`src/bamc_pkg.sv`:
```
// types and constants for the best alignment match counter
// used by the controller, the datapath, the top level and the checker
`default_nettype none

package bamc_pkg;

  localparam int FC_W      = 7;
  localparam int BEST_W    = 6;
  localparam int SCORE_W   = 22;
  localparam int FRAC_BITS = 16;

  localparam logic [FC_W-1:0]    FULL_COUNT_RESET = 7'd5;
  localparam logic [SCORE_W-1:0] SCORE_SAT        = '1;

  typedef enum logic [1:0] {
    ACT_CLEAR = 2'd0,
    ACT_AG    = 2'd1,
    ACT_AB    = 2'd2,
    ACT_EVAL  = 2'd3
  } action_t;

  typedef struct packed {
    logic load;
    logic scan_start;
    logic scan_step;
    logic div_start;
    logic div_step;
    logic emit;
  } cmd_t;

  typedef struct packed {
    logic scan_last;
    logic div_last;
  } status_t;

endpackage

`default_nettype wire

```
`src/best_alignment_match_counter.sv`:
```
// channel   | direction | payload                              | handshake
// request   | in        | action, symbol                       | req_valid / req_stall
// result    | out       | best_matches, score, overflowed      | res_valid / res_stall
// config    | in        | cfg_data (full_count)                | cfg_write
//
// clear and append requests leave the controller idle, so the request channel does not stall.
// evaluate reads one symbol pair per cycle through the two store read ports, over every
// shift and position of ls/lf, the shorter/longer lengths, then takes one quotient bit
// per cycle from the divider (22 bits at MAX_LEN = 32).
// synchronous reset clears lengths and overflow flag, drops res_valid and stalls requests; full_count goes to 5.
// a stalled result holds; an appending request is taken while a result waits.
//
// top level of the best alignment match counter; needs bamc_pkg, bamc_ctrl, bamc_dp
`default_nettype none

module best_alignment_match_counter #(
  parameter int MAX_LEN = 32
) (
  input  wire logic                          clk,
  input  wire logic                          rst,
  input  wire logic                          cfg_write,
  input  wire logic [bamc_pkg::FC_W-1:0]     cfg_data,
  input  wire logic                          req_valid,
  output logic                               req_stall,
  input  wire logic [1:0]                    action,
  input  wire logic [7:0]                    symbol,
  output logic                               res_valid,
  input  wire logic                          res_stall,
  output logic [bamc_pkg::BEST_W-1:0]        best_matches,
  output logic [bamc_pkg::SCORE_W-1:0]       score,
  output logic                               overflowed
);

  bamc_pkg::cmd_t    cmd;
  bamc_pkg::status_t status;

  bamc_ctrl u_ctrl (
    .clk       (clk),
    .rst       (rst),
    .req_valid (req_valid),
    .req_stall (req_stall),
    .action    (action),
    .res_valid (res_valid),
    .res_stall (res_stall),
    .cmd       (cmd),
    .status    (status)
  );

  bamc_dp #(
    .MAX_LEN (MAX_LEN)
  ) u_dp (
    .clk          (clk),
    .rst          (rst),
    .action       (action),
    .symbol       (symbol),
    .cfg_write    (cfg_write),
    .cfg_data     (cfg_data),
    .cmd          (cmd),
    .status       (status),
    .best_matches (best_matches),
    .score        (score),
    .overflowed   (overflowed)
  );

endmodule

`default_nettype wire

```
`src/bamc_dp.sv`:
```
// datapath: symbol stores, alignment scan with match counting, restoring divider
// and result registers; driven by bamc_ctrl through bamc_pkg command/status structs
`default_nettype none

module bamc_dp #(
  parameter int MAX_LEN = 32
) (
  input  wire logic                         clk,
  input  wire logic                         rst,
  input  wire logic [1:0]                   action,
  input  wire logic [7:0]                   symbol,
  input  wire logic                         cfg_write,
  input  wire logic [bamc_pkg::FC_W-1:0]    cfg_data,
  input  wire bamc_pkg::cmd_t               cmd,
  output bamc_pkg::status_t                 status,
  output logic [bamc_pkg::BEST_W-1:0]       best_matches,
  output logic [bamc_pkg::SCORE_W-1:0]      score,
  output logic                              overflowed
);

  localparam int LW  = $clog2(MAX_LEN + 1);
  localparam int AW  = (MAX_LEN > 1) ? $clog2(MAX_LEN) : 1;
  localparam int SW  = LW + 1;
  localparam int PW  = $clog2(3 * MAX_LEN);
  localparam int QW  = LW + bamc_pkg::FRAC_BITS;
  localparam int RW  = bamc_pkg::FC_W + 1;
  localparam int DCW = $clog2(QW);

  localparam logic [LW-1:0]  LEN_MAX  = LW'(MAX_LEN);
  localparam logic [DCW-1:0] DIV_LAST = DCW'(QW - 1);

  logic [7:0] antigen_mem  [MAX_LEN];
  logic [7:0] antibody_mem [MAX_LEN];

  logic [LW-1:0]                antigen_len;
  logic [LW-1:0]                antibody_len;
  logic                         ovf;
  logic [bamc_pkg::FC_W-1:0]    full_count;

  logic                         sel_ag;
  logic [LW-1:0]                ls;
  logic [LW-1:0]                lf;
  logic [SW-1:0]                shift;
  logic [AW-1:0]                k;
  logic [AW-1:0]                klast;
  logic [SW-1:0]                shift_last;
  logic [PW-1:0]                pos;
  logic [PW-1:0]                fpos;
  logic                         in_range;
  logic [AW-1:0]                ag_addr;
  logic [AW-1:0]                ab_addr;

  logic [7:0]                   ag_q;
  logic [7:0]                   ab_q;
  logic                         p_valid;
  logic                         p_range;
  logic                         p_first;
  logic                         p_last;
  logic                         hit;
  logic [LW-1:0]                count;
  logic [LW-1:0]                count_next;
  logic [LW-1:0]                best;

  logic [QW-1:0]                quot;
  logic [RW-1:0]                rem;
  logic [RW-1:0]                rem_sh;
  logic                         rem_ge;
  logic [DCW-1:0]               dcnt;

  // scan addressing
  assign klast      = (ls == '0) ? '0 : AW'(ls - LW'(1));
  assign shift_last = SW'(lf) + SW'(ls);
  assign pos        = PW'(shift) + PW'(k);
  assign fpos       = pos - PW'(ls);
  assign in_range   = (LW'(k) < ls) && (pos >= PW'(ls)) && (fpos < PW'(lf));
  assign ag_addr    = sel_ag ? k : AW'(fpos);
  assign ab_addr    = sel_ag ? AW'(fpos) : k;

  assign status.scan_last = (shift == shift_last) && (k == klast);
  assign status.div_last  = (dcnt == DIV_LAST);

  assign hit        = p_range && (ag_q == ab_q);
  assign count_next = (p_first ? '0 : count) + LW'(hit);

  assign rem_sh = {rem[RW-2:0], quot[QW-1]};
  assign rem_ge = (rem_sh >= RW'(full_count));

  // stores
  always_ff @(posedge clk) begin
    if (cmd.load && (action == bamc_pkg::ACT_AG) && (antigen_len < LEN_MAX)) begin
      antigen_mem[antigen_len[AW-1:0]] <= symbol;
    end
    if (cmd.load && (action == bamc_pkg::ACT_AB) && (antibody_len < LEN_MAX)) begin
      antibody_mem[antibody_len[AW-1:0]] <= symbol;
    end
    ag_q <= antigen_mem[ag_addr];
    ab_q <= antibody_mem[ab_addr];
  end

  // lengths, overflow flag and configuration
  always_ff @(posedge clk) begin
    if (rst) begin
      antigen_len  <= '0;
      antibody_len <= '0;
      ovf          <= 1'b0;
      full_count   <= bamc_pkg::FULL_COUNT_RESET;
    end else begin
      if (cfg_write) begin
        full_count <= cfg_data;
      end
      if (cmd.load) begin
        case (action)
          bamc_pkg::ACT_CLEAR: begin
            antigen_len  <= '0;
            antibody_len <= '0;
            ovf          <= 1'b0;
          end
          bamc_pkg::ACT_AG: begin
            if (antigen_len < LEN_MAX) begin
              antigen_len <= antigen_len + LW'(1);
            end else begin
              ovf <= 1'b1;
            end
          end
          bamc_pkg::ACT_AB: begin
            if (antibody_len < LEN_MAX) begin
              antibody_len <= antibody_len + LW'(1);
            end else begin
              ovf <= 1'b1;
            end
          end
          default: begin
          end
        endcase
      end
    end
  end

  always_ff @(posedge clk) begin
    if (rst) begin
      p_valid <= 1'b0;
    end else begin
      p_valid <= cmd.scan_step;
    end
  end

  // scan counters and compare pipeline
  always_ff @(posedge clk) begin
    if (cmd.scan_start) begin
      // antigen slides when lengths are equal
      sel_ag <= (antigen_len <= antibody_len);
      ls     <= (antigen_len <= antibody_len) ? antigen_len : antibody_len;
      lf     <= (antigen_len <= antibody_len) ? antibody_len : antigen_len;
      shift  <= '0;
      k      <= '0;
    end else if (cmd.scan_step) begin
      if (k == klast) begin
        k     <= '0;
        shift <= shift + SW'(1);
      end else begin
        k <= k + AW'(1);
      end
    end
    p_range <= in_range;
    p_first <= (k == '0);
    p_last  <= (k == klast);
    if (cmd.scan_start) begin
      best <= '0;
    end else if (p_valid) begin
      count <= count_next;
      if (p_last && (count_next > best)) begin
        best <= count_next;
      end
    end
  end

  // restoring divider, one quotient bit per cycle
  always_ff @(posedge clk) begin
    if (cmd.div_start) begin
      quot <= {best, {bamc_pkg::FRAC_BITS{1'b0}}};
      rem  <= '0;
      dcnt <= '0;
    end else if (cmd.div_step) begin
      quot <= {quot[QW-2:0], rem_ge};
      rem  <= rem_ge ? (rem_sh - RW'(full_count)) : rem_sh;
      dcnt <= dcnt + DCW'(1);
    end
  end

  always_ff @(posedge clk) begin
    if (cmd.emit) begin
      best_matches <= bamc_pkg::BEST_W'(best);
      score        <= (full_count == '0) ? bamc_pkg::SCORE_SAT : bamc_pkg::SCORE_W'(quot);
      overflowed   <= ovf;
    end
  end

endmodule

`default_nettype wire

```
`src/bamc_ctrl.sv`:
```
// controller state machine: request handshake, scan/divide sequencing, result valid
// uses bamc_pkg command/status structs; drives bamc_dp
`default_nettype none

module bamc_ctrl (
  input  wire logic              clk,
  input  wire logic              rst,
  input  wire logic              req_valid,
  output logic                   req_stall,
  input  wire logic [1:0]        action,
  output logic                   res_valid,
  input  wire logic              res_stall,
  output bamc_pkg::cmd_t         cmd,
  input  wire bamc_pkg::status_t status
);

  typedef enum logic [2:0] {
    ST_IDLE,
    ST_SCAN,
    ST_DRAIN,
    ST_DIV_INIT,
    ST_DIV,
    ST_EMIT
  } state_t;

  state_t state;
  state_t state_next;
  logic   accept;

  assign accept = req_valid && !req_stall;

  always_comb begin
    state_next = state;
    cmd        = '0;
    case (state)
      ST_IDLE: begin
        if (accept) begin
          cmd.load = 1'b1;
          if (action == bamc_pkg::ACT_EVAL) begin
            cmd.scan_start = 1'b1;
            state_next     = ST_SCAN;
          end
        end
      end
      ST_SCAN: begin
        cmd.scan_step = 1'b1;
        if (status.scan_last) begin
          state_next = ST_DRAIN;
        end
      end
      ST_DRAIN: begin
        state_next = ST_DIV_INIT;
      end
      ST_DIV_INIT: begin
        cmd.div_start = 1'b1;
        state_next    = ST_DIV;
      end
      ST_DIV: begin
        cmd.div_step = 1'b1;
        if (status.div_last) begin
          state_next = ST_EMIT;
        end
      end
      ST_EMIT: begin
        if (!res_valid || !res_stall) begin
          cmd.emit   = 1'b1;
          state_next = ST_IDLE;
        end
      end
      default: begin
        state_next = ST_IDLE;
      end
    endcase
  end

  always_ff @(posedge clk) begin
    if (rst) begin
      state     <= ST_IDLE;
      req_stall <= 1'b1;
      res_valid <= 1'b0;
    end else begin
      state     <= state_next;
      req_stall <= (state_next != ST_IDLE);
      if (cmd.emit) begin
        res_valid <= 1'b1;
      end else if (!res_stall) begin
        res_valid <= 1'b0;
      end
    end
  end

endmodule

`default_nettype wire

```
`config.mk`:
```
export PLATFORM = sky130hd
export DESIGN_NAME = best_alignment_match_counter
export DESIGN_NICKNAME = d
export VERILOG_FILES = /design/src/bamc_pkg.sv /design/src/best_alignment_match_counter.sv /design/src/bamc_dp.sv /design/src/bamc_ctrl.sv
export SDC_FILE = /design/constraint.sdc
export NUM_CORES = 1
export LEC_CHECK = 0
export BUFFER_PORTS_ARGS = -buffer_cell sky130_fd_sc_hd__clkbuf_2
export CAP_MARGIN = 20
export CORE_ASPECT_RATIO = 1.5
export CORE_UTILIZATION = 35
export CTS_CLUSTER_DIAMETER = 30
export DETAILED_ROUTE_END_ITERATION = 10
export GPL_TIMING_DRIVEN = 0
export PLACE_DENSITY = 0.47
export SLEW_MARGIN = 20
export SYNTH_ARGS = -nofsm -noshare
export SYNTH_HDL_FRONTEND = slang
export SYNTH_SLANG_ARGS = --single-unit
```
`constraint.sdc`:
```
create_clock -name clk -period 4.82 [get_ports clk]
set_input_delay 0.482 -clock clk [delete_from_list [all_inputs] [get_ports clk]]
set_output_delay 0.482 -clock clk [all_outputs]
set_load 0.02 [all_outputs]
```
==> flow_summary.toml <==
[place]
place_congestion = 0.893
io_buffer_count = 50
dp.final_hpwl_um = 50900
numPlacedInstances = 2982

[sta]
final-max-slew-violation-count = 0
hold_violations = 0
layout_worst_path_cycle_share_pct = 97.2
fin_skew_ns = 0.0202
period_needed_ns = 4.69
slew_headroom_pct = 20.0
tns_ns = 0
report.final.setup_viol = 0
worst_slew_pin_slew_ns = 1.19
hold_slack_ns = 0.0439
rsz_0062_raised_after_global_routing = "false"
fmaxAchievable_mhz = 213

[worst_setup_path]
cp_top_family = "adder cells"
worst_r2r_endpoint = "u_dp.ab_q[3]"
crit_required_ns = 5.34
timing.critical_path.from_type = "register"
timing.critical_path.to_type = "register"
cp_data_arrival_time_ns = 5.21
cp_max_fo = 10
crit_path_top_delay_cell = "sky130_fd_sc_hd__fa_1"
cp.buffers_inverters = 6
timing.rr.start = "u_dp.k[1]"
timing.critical_path.cells = "buf_4, inv_1, fa_1, inv_1, fa_1, mux2_1, buf_4, buf_6, buf_2, nand2_1, a311oi_2, a21oi_1, a221oi_1"
critPathKind = "reg -> reg"
peak_per_stage_delay_on_the_critical_path_ns = 0.76
rrSetupSlack_ns = 0.13
reg2regPathDepth = 13

[synthesis]
ys_ff_latch = 657
synth_commonest_cells = "566 x sky130_fd_sc_hd__edfxtp_1, 172 x sky130_fd_sc_hd__nand2_1, 126 x sky130_fd_sc_hd__nor2_1, 123 x sky130_fd_sc_hd__mux2i_1, 91 x sky130_fd_sc_hd__dfxtp_1"
post_syn_nets = 1993
synth_top_family_by_area = "multiplexers"
post_synthesis_compound_gate_area_fraction_pct = 7.02
seq_area_frac_synth_pct = 67.0
simple_gate_share_of_the_synthesized_area_pct = 8.45
post-synth-top-count-cell = "sky130_fd_sc_hd__edfxtp_1"
synth_cell_types = 80
synth_area_um2 = 28100
synth_largest_area_cell = "sky130_fd_sc_hd__edfxtp_1"
synth-edff-count = 566
postSynth.topFlopCell = "sky130_fd_sc_hd__edfxtp_1"
synth.top_cells.by_area = "sky130_fd_sc_hd__edfxtp_1 61%, sky130_fd_sc_hd__dfxtp_1 6.5%, sky130_fd_sc_hd__mux4_2 5.0%"
post_synth_xor_area_fraction_pct = 1.47
muxShareOfSynthArea_pct = 10.2
async_flop_share_pct = 0
syn_inst = 1902
synth.top_cell.area_share_pct = 60.5
fraction_of_the_mapped_netlist_area_in_adder_cells_pct = 3.18
synth-warning-count = 0
syn_avg_cell_area_um2 = 14.8

[drt]
drt_drc_violations_left = 0
antenna_violating_nets_post_route = 0
post_drt_wl_per_cell_um = 23.1
vias = 16500
drt_iter0_drc = 1034
routed_via_density = 5.14
finalWirelength_um = 74000
dr.pass1.iters = 5

[grt]
largest_net_degree_at_the_start_of_global_routing = 65
initial_antenna_violation_count = 0
grt_pass1_wl_um = 111000
grt_remaining_overflow = 0
track_usage_pct = 18.5
vias_in_the_first_global_route = 17400

[power_and_ir_drop]
pwr_density_cell_nw_per_um2 = 559
largest_voltage_drop_on_the_vdd_net_mv = 0.352
total_leakage_power_nw = 11.8
total_power_mw = 18.9

[die]
std_cell_rows = 126
boundaryPins = 53
starting_density_pct = 35.6
design.die.area_um2 = 81400
die_x_um = 233
die_h_um = 349
standard_cell_core_area_um2 = 79000

[clock_tree]
clk_latency_ns = 0.68
post_cts.repair.setup_buffers = 0
h-tree-depth = 3
tritoncts = "yes"
clkTransAtPathRegs_ns = 0.06
clock_tree.buffer_depth = 3
tritoncts.num_buffers = 114
cts.sinks = 657
clockRootBuffer = "sky130_fd_sc_hd__clkbuf_16"

[layout]
fillers = 7089
n_antenna_cell = 0
utilization_pct = 42.8
layout.nets = 2168
area_growth_syn_to_layout_pct = 20.4
drive_gt1_share_pct = 19.2
final-instance-count-excl-fill = 3201

[hold_path]
min_path_type = "in -> reg"
worst_hold_startpoint = "cfg_data[3]"
hold_depth = 3
min_to = "u_dp.full_count[3]"

[job]
max_cap_violations = 0

[outcome]
outcome = "completed"
==> cells by family (layout without fill, tap and decap cells) <==
logic type               after synthesis  after routing
AO/OA/AOI/OAI                        270            270
flip-flops                           657            657
AND/OR/NAND/NOR                      497            497
buffers and inverters                158            433
multiplexers                         204            204
adder cells (fa/ha/maj)               69             69
XOR/XNOR                              47             47
==> timing repair <==
item	CTS	global route
endpoints found under the hold margin	2	0
gates resized for setup	7	2
hold buffers	2	0
pin swaps	0	0
endpoints found under the setup margin	12	2
==> per-stage QoR <==
step | area (µm²) | setup WS, ns
after floorplan | 28100 | 1.38
after global placement | 29600 | -0.252
after detailed placement | 29800 | -0.266
after CTS | 33800 | 0.0172
after global routing | 33800 | 0.0217
final | 33800 | 0.134
==> sequential cells by signal, summed over array words and instances, names as in the netlist, 7 cells and up <==
register / cells
u_dp.score: 22
u_dp.rem: 7
u_dp.full_count: 7
u_dp.shift: 7
u_dp.antibody_mem: 256
u_dp.ab_q: 8
u_dp.ag_q: 8
u_dp.quot: 22
u_dp.antigen_mem: 256
==> area by class of cell <==
class	instances	area, µm²	area share (%)
timing repair buffer	59	440	1.30
tap	1024	1280	3.79
sequential	657	18800	55.7
clock buffer	133	3060	9.06
buffer	91	514	1.52
inverter	67	251	0.744
clock inverter	83	876	2.59
multi-input combinational	1087	8560	25.3
==> cells in the final DEF, fill, tap and decap left out, types with 22 or more instances in the layout <==
cell type                   instances
sky130_fd_sc_hd__clkbuf_16        120
sky130_fd_sc_hd__a21oi_1           50
sky130_fd_sc_hd__clkbuf_2          42
sky130_fd_sc_hd__mux2i_1          123
sky130_fd_sc_hd__ha_1              65
sky130_fd_sc_hd__nor2_1           126
sky130_fd_sc_hd__mux4_2            62
sky130_fd_sc_hd__dfxtp_1           91
sky130_fd_sc_hd__nand2_1          172
sky130_fd_sc_hd__clkbuf_1          38
sky130_fd_sc_hd__xnor2_1           24
sky130_fd_sc_hd__a22o_1            22
sky130_fd_sc_hd__edfxtp_1         566
sky130_fd_sc_hd__inv_1             65
sky130_fd_sc_hd__and2_1            35
sky130_fd_sc_hd__nand2b_1          32
sky130_fd_sc_hd__nand3_1           37
sky130_fd_sc_hd__buf_2             39
sky130_fd_sc_hd__a211oi_1          43
sky130_fd_sc_hd__xor2_1            23
==> layer usage <==
metal | vias up | wire [µm] | global-route usage [%]
met5 | - | 0 | 0
met4 | 0 | 2270 | 7.12
met3 | 127 | 2620 | 3.19
met2 | 366 | 41000 | 35.2
met1 | 8310 | 28200 | 20.1
li1 | 7650 | - | -
==> worst min-delay path, cell delays in order <==
cell,delay (ns)
sky130_fd_sc_hd__clkbuf_2,0.08
sky130_fd_sc_hd__mux2i_1,0.05
sky130_fd_sc_hd__nor2_1,0.07
==> where the power goes <==
part,switching [mW],internal (mW)
Sequential,0.104,6.31
Clock,2.94,5.19
Combinational,2.67,1.68
Total,5.71,13.2
==> worst max path at each step <==
stage	slack, ns	startpoint	depth (start not counted)	to
after floorplan	1.38	u_dp.k[1]	12	u_dp.ag_q[1]
after global placement	-0.25	u_dp.k[1]	12	u_dp.ab_q[0]
after detailed placement	-0.27	u_dp.k[1]	12	u_dp.ab_q[0]
after CTS	0.02	u_dp.k[1]	13	u_dp.ab_q[2]
after global routing	0.02	u_dp.k[1]	12	u_dp.ag_q[4]
final	0.13	u_dp.k[1]	13	u_dp.ab_q[3]
(Power assumes the default switching activity.)
